===== config.mk =====
export PLATFORM = sky130hd
export DESIGN_NAME = led_matrix_coordinate_to_strip_index_top
export DESIGN_NICKNAME = d
export VERILOG_FILES = /design/src/design/lmxy_pkg.sv /design/src/design/led_matrix_coordinate_to_strip_index_top.sv /design/src/design/lmxy_fold.sv
export SDC_FILE = /design/constraint.sdc
export NUM_CORES = 1
export LEC_CHECK = 0
export BUFFER_PORTS_ARGS = -buffer_cell sky130_fd_sc_hd__clkbuf_2
export CAP_MARGIN = 5
export CORE_MARGIN = 5
export CORE_UTILIZATION = 40
export CTS_BUF_LIST = sky130_fd_sc_hd__clkbuf_8
export CTS_CLUSTER_SIZE = 25
export DETAILED_ROUTE_END_ITERATION = 16
export PLACE_DENSITY = 0.6
export SLEW_MARGIN = 20
export SYNTH_ARGS = -nofsm -noshare
export SYNTH_HDL_FRONTEND = slang
export SYNTH_HIERARCHICAL = 1
export SYNTH_SLANG_ARGS = --single-unit

===== constraint.sdc =====
create_clock -name i_clk -period 20.5 [get_ports i_clk]
set_clock_uncertainty 0.2 [all_clocks]
set_input_delay 2.05 -clock i_clk [delete_from_list [all_inputs] [get_ports i_clk]]
set_output_delay 2.05 -clock i_clk [all_outputs]
set_load 0.01 [all_outputs]

===== src/design/lmxy_pkg.sv =====
// Shared types, sizes and codes for the LED matrix coordinate to strip index block.
// No dependencies; imported by lmxy_fold and the top level.
package lmxy_pkg;

    // Matrix and coordinate limits
    localparam int MAX_WIDTH  = 64;
    localparam int MAX_HEIGHT = 64;
    localparam int COORD_BITS = 16;

    // Fixed field widths
    localparam int CFG_DATA_BITS = 7;
    localparam int INDEX_BITS    = 12;
    localparam int POS_BITS      = 6;

    // Internal widths derived from the limits
    localparam int MAX_DIM   = (MAX_WIDTH > MAX_HEIGHT) ? MAX_WIDTH : MAX_HEIGHT;
    localparam int SIZE_BITS = $clog2(MAX_DIM + 1);
    localparam int IDX_BITS  = 2 * SIZE_BITS;

    // Divider pipeline: magnitude bits retired STEP_BITS per stage
    localparam int MAG_BITS  = COORD_BITS - 1;
    localparam int STEP_BITS = 3;
    localparam int DIV_STG   = (MAG_BITS + STEP_BITS - 1) / STEP_BITS;
    localparam int DVD_BITS  = DIV_STG * STEP_BITS;

    // Stage numbering: 0 capture, 1..DIV_STG divide, fold, orient, output
    localparam int FOLD_STG   = DIV_STG + 1;
    localparam int ORIENT_STG = DIV_STG + 2;
    localparam int OUT_STG    = DIV_STG + 3;
    localparam int NUM_STG    = OUT_STG + 1;

    typedef enum logic [1:0] {
        CFG_WIDTH  = 2'd0,
        CFG_HEIGHT = 2'd1,
        CFG_CORNER = 2'd2,
        CFG_ORDER  = 2'd3
    } t_cfg_idx;

    typedef enum logic [1:0] {
        CORNER_BL = 2'd0,
        CORNER_BR = 2'd1,
        CORNER_TL = 2'd2,
        CORNER_TR = 2'd3
    } t_corner;

    typedef enum logic [1:0] {
        ORDER_ROW_ZIGZAG = 2'd0,
        ORDER_ROW_SERP   = 2'd1,
        ORDER_COL_ZIGZAG = 2'd2,
        ORDER_COL_SERP   = 2'd3
    } t_order;

    typedef struct packed {
        logic signed [COORD_BITS-1:0] x_coord;
        logic signed [COORD_BITS-1:0] y_coord;
        logic                         x_reflect;
        logic                         y_reflect;
    } t_in_item;

    typedef struct packed {
        logic [INDEX_BITS-1:0] led_index;
        logic [POS_BITS-1:0]   folded_col;
        logic [POS_BITS-1:0]   folded_row;
    } t_out_item;

endpackage


===== src/design/led_matrix_coordinate_to_strip_index_top.sv =====
// Top level of the LED matrix coordinate to strip index block.
// Depends on lmxy_pkg and instantiates lmxy_fold once per axis.
//
// Usage:
//   Input channel (i_valid / o_stall / i_item) carries a signed x, y pair and a
//   wrap-or-mirror choice per axis. A transfer happens on a rising edge with
//   i_valid high and o_stall low.
//   Output channel (o_valid / i_stall / o_item) gives the strip index and the
//   folded column and row; a transfer happens with o_valid high and i_stall low.
//   Configuration channel (i_cfg_valid / o_cfg_ready, i_cfg_index, i_cfg_data)
//   writes width, height, origin corner and strip order; it is always ready.
//   Write it only while no item is in flight.
// Depth: capture, divide, fold, orient and output stages; the floor-modulo
//   divider, three quotient bits per stage, sets the depth.
// Throughput: one item per clock, sustained while i_stall stays low.
// Reset: empties the pipeline and loads 16 x 16, bottom-left, rows zigzag.
// Stall: each stage holds while the stage after it is full and held, so
//   bubbles are squeezed out and o_stall rises only once every stage is full.
module led_matrix_coordinate_to_strip_index_top (
    input  logic                                     i_clk,
    input  logic                                     i_rst_n,
    input  logic                                     i_valid,
    output logic                                     o_stall,
    input  lmxy_pkg::t_in_item                       i_item,
    output logic                                     o_valid,
    input  logic                                     i_stall,
    output lmxy_pkg::t_out_item                      o_item,
    input  logic                                     i_cfg_valid,
    output logic                                     o_cfg_ready,
    input  lmxy_pkg::t_cfg_idx                       i_cfg_index,
    input  logic [lmxy_pkg::CFG_DATA_BITS-1:0]       i_cfg_data
);
    import lmxy_pkg::*;

    // Configuration registers
    logic [CFG_DATA_BITS-1:0] r_matrix_width;
    logic [CFG_DATA_BITS-1:0] r_matrix_height;
    t_corner                  r_origin_corner;
    t_order                   r_strip_order;

    // Effective sizes after clamping to 1..MAX
    logic [SIZE_BITS-1:0] size_w;
    logic [SIZE_BITS-1:0] size_h;

    // Pipeline control: one valid bit per stage, one load enable per stage
    logic [NUM_STG-1:0] r_vld;
    logic [NUM_STG-1:0] stg_en;

    logic [SIZE_BITS-1:0] fold_col;
    logic [SIZE_BITS-1:0] fold_row;

    // Orient stage registers
    logic [SIZE_BITS-1:0] r_line;
    logic [SIZE_BITS-1:0] r_pos;
    logic [SIZE_BITS-1:0] r_or_col;
    logic [SIZE_BITS-1:0] r_or_row;
    logic [SIZE_BITS-1:0] n_line;
    logic [SIZE_BITS-1:0] n_pos;

    // Output stage registers
    logic [IDX_BITS-1:0]  r_index;
    logic [SIZE_BITS-1:0] r_out_col;
    logic [SIZE_BITS-1:0] r_out_row;
    logic [IDX_BITS-1:0]  n_index;

    logic by_cols;

    // Configuration writes: always accepted
    assign o_cfg_ready = 1'b1;

    always_ff @(posedge i_clk) begin
        if (!i_rst_n) begin
            r_matrix_width  <= CFG_DATA_BITS'(16);
            r_matrix_height <= CFG_DATA_BITS'(16);
            r_origin_corner <= CORNER_BL;
            r_strip_order   <= ORDER_ROW_ZIGZAG;
        end else if (i_cfg_valid && o_cfg_ready) begin
            unique case (i_cfg_index)
                CFG_WIDTH:  r_matrix_width  <= i_cfg_data;
                CFG_HEIGHT: r_matrix_height <= i_cfg_data;
                CFG_CORNER: r_origin_corner <= t_corner'(i_cfg_data[1:0]);
                CFG_ORDER:  r_strip_order   <= t_order'(i_cfg_data[1:0]);
                default: ;
            endcase
        end
    end

    // Treat a zero size as one, and cap at the matrix limit
    always_comb begin
        if (r_matrix_width == '0) begin
            size_w = SIZE_BITS'(1);
        end else if (int'(r_matrix_width) > MAX_WIDTH) begin
            size_w = SIZE_BITS'(MAX_WIDTH);
        end else begin
            size_w = SIZE_BITS'(r_matrix_width);
        end
        if (r_matrix_height == '0) begin
            size_h = SIZE_BITS'(1);
        end else if (int'(r_matrix_height) > MAX_HEIGHT) begin
            size_h = SIZE_BITS'(MAX_HEIGHT);
        end else begin
            size_h = SIZE_BITS'(r_matrix_height);
        end
    end

    // Advance a stage when it is empty or its contents move on
    always_comb begin
        stg_en[OUT_STG] = !r_vld[OUT_STG] || !i_stall;
        for (int k = OUT_STG - 1; k >= 0; k--) begin
            stg_en[k] = !r_vld[k] || stg_en[k+1];
        end
    end

    assign o_stall = !stg_en[0];

    always_ff @(posedge i_clk) begin
        if (!i_rst_n) begin
            r_vld <= '0;
        end else begin
            if (stg_en[0]) begin
                r_vld[0] <= i_valid;
            end
            for (int k = 1; k < NUM_STG; k++) begin
                if (stg_en[k]) begin
                    r_vld[k] <= r_vld[k-1];
                end
            end
        end
    end

    // Fold each axis into the matrix
    lmxy_fold u_fold_x (
        .i_clk     (i_clk),
        .i_en      (stg_en[FOLD_STG:0]),
        .i_coord   (i_item.x_coord),
        .i_reflect (i_item.x_reflect),
        .i_size    (size_w),
        .o_fold    (fold_col)
    );

    lmxy_fold u_fold_y (
        .i_clk     (i_clk),
        .i_en      (stg_en[FOLD_STG:0]),
        .i_coord   (i_item.y_coord),
        .i_reflect (i_item.y_reflect),
        .i_size    (size_h),
        .o_fold    (fold_row)
    );

    assign by_cols = (r_strip_order == ORDER_COL_ZIGZAG) || (r_strip_order == ORDER_COL_SERP);

    // Distances from the origin corner, then run back every second line if serpentine
    always_comb begin
        logic [SIZE_BITS-1:0] cx;
        logic [SIZE_BITS-1:0] ry;
        logic                 right;
        logic                 top;
        logic                 snake;
        right = (r_origin_corner == CORNER_BR) || (r_origin_corner == CORNER_TR);
        top   = (r_origin_corner == CORNER_TL) || (r_origin_corner == CORNER_TR);
        snake = (r_strip_order == ORDER_ROW_SERP) || (r_strip_order == ORDER_COL_SERP);
        cx    = right ? (size_w - SIZE_BITS'(1) - fold_col) : fold_col;
        ry    = top   ? (size_h - SIZE_BITS'(1) - fold_row) : fold_row;
        if (by_cols) begin
            n_line = cx;
            n_pos  = (snake && cx[0]) ? (size_h - SIZE_BITS'(1) - ry) : ry;
        end else begin
            n_line = ry;
            n_pos  = (snake && ry[0]) ? (size_w - SIZE_BITS'(1) - cx) : cx;
        end
    end

    // Line number times line length, plus position in the line
    assign n_index = IDX_BITS'(r_line) * IDX_BITS'(by_cols ? size_h : size_w)
                   + IDX_BITS'(r_pos);

    always_ff @(posedge i_clk) begin
        if (stg_en[ORIENT_STG]) begin
            r_line   <= n_line;
            r_pos    <= n_pos;
            r_or_col <= fold_col;
            r_or_row <= fold_row;
        end
        if (stg_en[OUT_STG]) begin
            r_index   <= n_index;
            r_out_col <= r_or_col;
            r_out_row <= r_or_row;
        end
    end

    assign o_valid           = r_vld[OUT_STG];
    assign o_item.led_index  = INDEX_BITS'(r_index);
    assign o_item.folded_col = POS_BITS'(r_out_col);
    assign o_item.folded_row = POS_BITS'(r_out_row);

endmodule


===== src/design/lmxy_fold.sv =====
// One axis fold: pipelined floor modulo by the matrix size, with optional mirroring.
// Depends on lmxy_pkg; stage loads are driven by the top-level handshake chain.
module lmxy_fold (
    input  logic                                 i_clk,
    input  logic [lmxy_pkg::FOLD_STG:0]          i_en,
    input  logic signed [lmxy_pkg::COORD_BITS-1:0] i_coord,
    input  logic                                 i_reflect,
    input  logic [lmxy_pkg::SIZE_BITS-1:0]       i_size,
    output logic [lmxy_pkg::SIZE_BITS-1:0]       o_fold
);
    import lmxy_pkg::*;

    logic [SIZE_BITS-1:0] r_rem  [0:DIV_STG];
    logic [DVD_BITS-1:0]  r_dvd  [0:DIV_STG];
    logic                 r_neg  [0:DIV_STG];
    logic                 r_refl [0:DIV_STG];
    logic                 r_qlsb [0:DIV_STG];
    logic [SIZE_BITS-1:0] n_rem  [1:DIV_STG];
    logic [DVD_BITS-1:0]  n_dvd  [1:DIV_STG];
    logic                 n_qlsb [1:DIV_STG];
    logic [SIZE_BITS-1:0] r_fold;
    logic [SIZE_BITS-1:0] n_fold;
    logic [MAG_BITS-1:0]  mag;

    // Negative c folds as ~c: floor(c/s) = -(q'+1), c mod s = s-1-r'
    assign mag = i_coord[COORD_BITS-1] ? ~i_coord[MAG_BITS-1:0] : i_coord[MAG_BITS-1:0];

    // Restoring division, STEP_BITS quotient bits per stage; keep only the last one
    always_comb begin
        logic [SIZE_BITS-1:0] rem;
        logic [SIZE_BITS:0]   sh;
        logic [DVD_BITS-1:0]  dvd;
        logic                 q;
        for (int k = 1; k <= DIV_STG; k++) begin
            rem = r_rem[k-1];
            dvd = r_dvd[k-1];
            q   = r_qlsb[k-1];
            for (int j = 0; j < STEP_BITS; j++) begin
                sh  = {rem, dvd[DVD_BITS-1]};
                dvd = {dvd[DVD_BITS-2:0], 1'b0};
                if (sh >= {1'b0, i_size}) begin
                    rem = SIZE_BITS'(sh - {1'b0, i_size});
                    q   = 1'b1;
                end else begin
                    rem = SIZE_BITS'(sh);
                    q   = 1'b0;
                end
            end
            n_rem[k]  = rem;
            n_dvd[k]  = dvd;
            n_qlsb[k] = q;
        end
    end

    // Mirror when exactly one of: negative input, reflect on an odd floor tile
    always_comb begin
        logic odd;
        odd = r_neg[DIV_STG] ^ r_qlsb[DIV_STG];
        if (r_neg[DIV_STG] ^ (r_refl[DIV_STG] & odd)) begin
            n_fold = i_size - SIZE_BITS'(1) - r_rem[DIV_STG];
        end else begin
            n_fold = r_rem[DIV_STG];
        end
    end

    always_ff @(posedge i_clk) begin
        if (i_en[0]) begin
            r_rem[0]  <= '0;
            r_dvd[0]  <= DVD_BITS'(mag);
            r_neg[0]  <= i_coord[COORD_BITS-1];
            r_refl[0] <= i_reflect;
            r_qlsb[0] <= 1'b0;
        end
        for (int k = 1; k <= DIV_STG; k++) begin
            if (i_en[k]) begin
                r_rem[k]  <= n_rem[k];
                r_dvd[k]  <= n_dvd[k];
                r_neg[k]  <= r_neg[k-1];
                r_refl[k] <= r_refl[k-1];
                r_qlsb[k] <= n_qlsb[k];
            end
        end
        if (i_en[FOLD_STG]) begin
            r_fold <= n_fold;
        end
    end

    assign o_fold = r_fold;

endmodule

==> flow_summary.yaml <==
floorplanning:
  core_area_sq_mm: 0.06047
  die_h_um: 257.3
  dieArea_sq_mm: 0.06618
  die_x_um: 257.3
  io_pins: 75
  start_util: 0.4044
  row_count: 90
placed_design:
  dp_hpwl_um: 44360
  dp.cells: 3284
  io_buffers: 73
  place.gp.congestion: 0.9218
  place_area_sq_mm: 0.02580
route:
  dr.first_iter.drc_count: 971
  wirelength_um: 58800
  vias: 18650
  drc: 0
  first_pass_iters: 5
  ant_nets: 0
  avgViaCountPerCell: 5.515
  routedWlPerCell_um: 17.39
global_routing:
  grt_usage: 0.1748
  grt_pass1_vias: 18780
  grt_max_degree: 43
  antenna_found_initial: 1
  overflow: 0
  grt_pass1_wl_um: 96720
setup_path:
  worst_setup_path_start_kind: "register"
  reg2reg_depth: 25
  rr_endpoint: "u_fold_x/r_rem[2][4]$_DFFE_PP_"
  reg2reg_from: "r_matrix_width[6]$_SDFFE_PN0P_"
  endpoint_kind: "register"
  cp.required_ns: 20.66
  cp_slowest_cell: "a41oi_2"
  reg2reg_setup_slack_ns: 11.57
  worstPathMaxFanout: 20
  cp_slowest_stage_delay_ns: 0.66
  cp.arrival_ns: 9.09
  critical-path-top-delay-family: "compound AO/OA/AOI/OAI gates"
  crit_type: "reg2reg"
  cp_num_buf_inv: 3
timing:
  finalMaxSlewViolations: 0
  setup_viol: 0
  max_slew_margin: 0.2675
  layout_min_cycle_time_ns: 8.929
  finalSetupTns_ns: 0
  timing.fmax_ghz: 0.1120
  finalCritPeriodShare: 0.4355
  tightest_slew_ns: 1.087
  rsz0062_at_grt: "false"
  hold_slack_ns: 0.1917
  hold_violations: 0
cts:
  numCtsBuffers: 52
  cts_tree: "done"
  ctsResizeCount: 0
  hold_buffers: 0
  cts.clk_slew.worst_paths_ns: 0.06
  cts_root_buffer: "clkbuf_8"
  insertion_delay_ns: 0.64
  cts_htree_levels: 2
  cts_sinks: 277
  cts_setup_buffers: 0
  cts_buffer_depth: 3
flow_run:
  cap_violations: 0
final_layout:
  syn2layout_area_growth_pct: 9.819
  layout.cells.non_filler: 3381
  drive_gt1_frac: 0.1120
  design_area_sq_mm: 0.02686
  fin_nets: 2931
logic_synthesis:
  synth_edf_count: 250
  synth-async-reset-ratio: 0
  syn_nets: 2827
  synth_cells: 2452
  netlist_area_sq_mm: 0.02445
  synth-seq-area-share: 0.3291
  synth_cell_types: 91
  syn_area_per_cell_sq_um: 9.973
  ys.flop_type: "edfxtp_1"
  ys_seq_elements: 277
  yosys_warnings: 6
status:
  status: "complete, no violations"
hold_path:
  holdPathEnd: "u_fold_y/r_refl[3]$_DFFE_PP_"
  min_path_cells: 0
  hp-start: "u_fold_y/r_refl[2]$_DFFE_PP_"
  hold_class: "reg2reg"
-- layout by cell type (no fill, tap or decap), types with 9 or more instances in the layout --
master	count
a211o_1	9
a211oi_1	38
a21boi_0	16
a21o_1	31
a21oi_1	112
a31oi_1	15
a41oi_1	10
and2_1	36
and3_1	13
buf_4	29
clkbuf_2	73
clkbuf_8	55
clkinv_1	14
dfxtp_1	27
edfxtp_1	250
fa_1	64
ha_1	263
inv_1	249
mux2_1	11
mux2_2	66
mux2i_1	140
nand2_1	126
nand2b_1	22
nand3_1	28
nand4_1	24
nor2_1	178
nor2b_1	81
nor3_1	37
nor3b_1	14
nor4_1	12
o21a_1	55
o21ai_0	123
o21ai_1	28
o21bai_1	10
o31a_1	26
o31ai_1	15
xnor2_1	72
xor2_1	64
-- layer usage --
| metal | track usage | wire length [um] | vias up |
|---|---|---|---|
| met4 | 0.05174 | 1556 | 0 |
| met5 | 0 | 0 | - |
| met1 | 0.2344 | 27160 | 8895 |
| li1 | - | - | 9210 |
| met2 | 0.2960 | 27610 | 435 |
| met3 | 0.02373 | 2467 | 106 |
-- state kept, by name, summed over array words and instances, names as in the netlist, 2 cells and up --
| name | count |
|---|---|
| u_fold_x/r_dvd | 45 |
| u_fold_y/r_dvd | 45 |
| u_fold_x/r_rem | 35 |
| u_fold_y/r_rem | 35 |
| r_index | 12 |
| r_vld | 9 |
| r_line | 7 |
| r_matrix_height | 7 |
| r_matrix_width | 7 |
| r_pos | 7 |
| u_fold_x/o_fold | 7 |
| u_fold_y/o_fold | 7 |
| r_or_col | 6 |
| r_or_row | 6 |
| r_out_col | 6 |
| r_out_row | 6 |
| u_fold_x/r_neg | 6 |
| u_fold_x/r_refl | 6 |
| u_fold_y/r_neg | 6 |
| u_fold_y/r_refl | 6 |
| r_origin_corner | 2 |
| r_strip_order | 2 |
-- logic make-up after synthesis --
group,count (synthesis),share of synthesized area
XOR/XNOR,137,0.04937
adder cells (fa/ha/maj),327,0.1870
multiplexers,225,0.09767
AND/OR/NAND/NOR,625,0.1318
buffers and inverters,290,0.04569
flip-flops,277,0.3291
other,1,0.0001533
AO/OA/AOI/OAI,570,0.1592
-- worst max path at each step --
stage                                               start                              to  depth (start not counted)
final                      r_matrix_width[6]$_SDFFE_PN0P_  u_fold_x/r_rem[2][4]$_DFFE_PP_                         25
after global placement    r_matrix_height[6]$_SDFFE_PN0P_  u_fold_y/r_rem[3][1]$_DFFE_PP_                         26
after CTS                 r_matrix_height[3]$_SDFFE_PN0P_  u_fold_y/r_rem[2][1]$_DFFE_PP_                         27
after global routing       r_matrix_width[6]$_SDFFE_PN0P_  u_fold_x/r_rem[2][1]$_DFFE_PP_                         26
after floorplan           r_matrix_height[3]$_SDFFE_PN0P_  u_fold_y/r_rem[2][1]$_DFFE_PP_                         28
after detailed placement  r_matrix_height[3]$_SDFFE_PN0P_  u_fold_y/r_rem[2][1]$_DFFE_PP_                         27
-- Yosys cell counts (all sizes together) (36+ instances only) --
cell type    n  area, sq um
a21oi      114        578.1
mux2i      140         1401
xor2        65        576.8
and2        36        225.2
o21a        55        412.9
mux2        85        987.2
inv        238        893.4
fa          64         1281
nor2       180        683.2
nand2      127        476.7
a211oi      44        367.8
edfxtp     250         7507
xnor2       72        630.6
nor3        40        215.2
nor2b       81        506.7
o21ai      155        798.3
ha         263         3291
-- cell type report --
| type | instances | area (sq um) |
|---|---|---|
| Fill cell | 5646 | 33610 |
| Sequential cell | 277 | 8048 |
| Clock buffer | 55 | 757.0 |
| Inverter | 238 | 893.4 |
| Clock inverter | 41 | 284.0 |
| Multi-Input combinational cell | 1885 | 15310 |
| Antenna cell | 1 | 2.502 |
| Timing Repair Buffer | 102 | 583.1 |
| Tap cell | 782 | 978.4 |
-- through the flow --
stage | util | worst slack (ns)
2_1_floorplan | - | 11.98
3_3_place_gp | 0.4266 | 11.75
3_5_place_dp | 0.4266 | 11.57
4_1_cts | 0.4438 | 11.54
5_1_grt | 0.4441 | 10.97
6_report | 0.4441 | 11.57
Power is not shown: default switching activity piles up to over one toggle a cycle in this logic, so the estimate is an artifact.
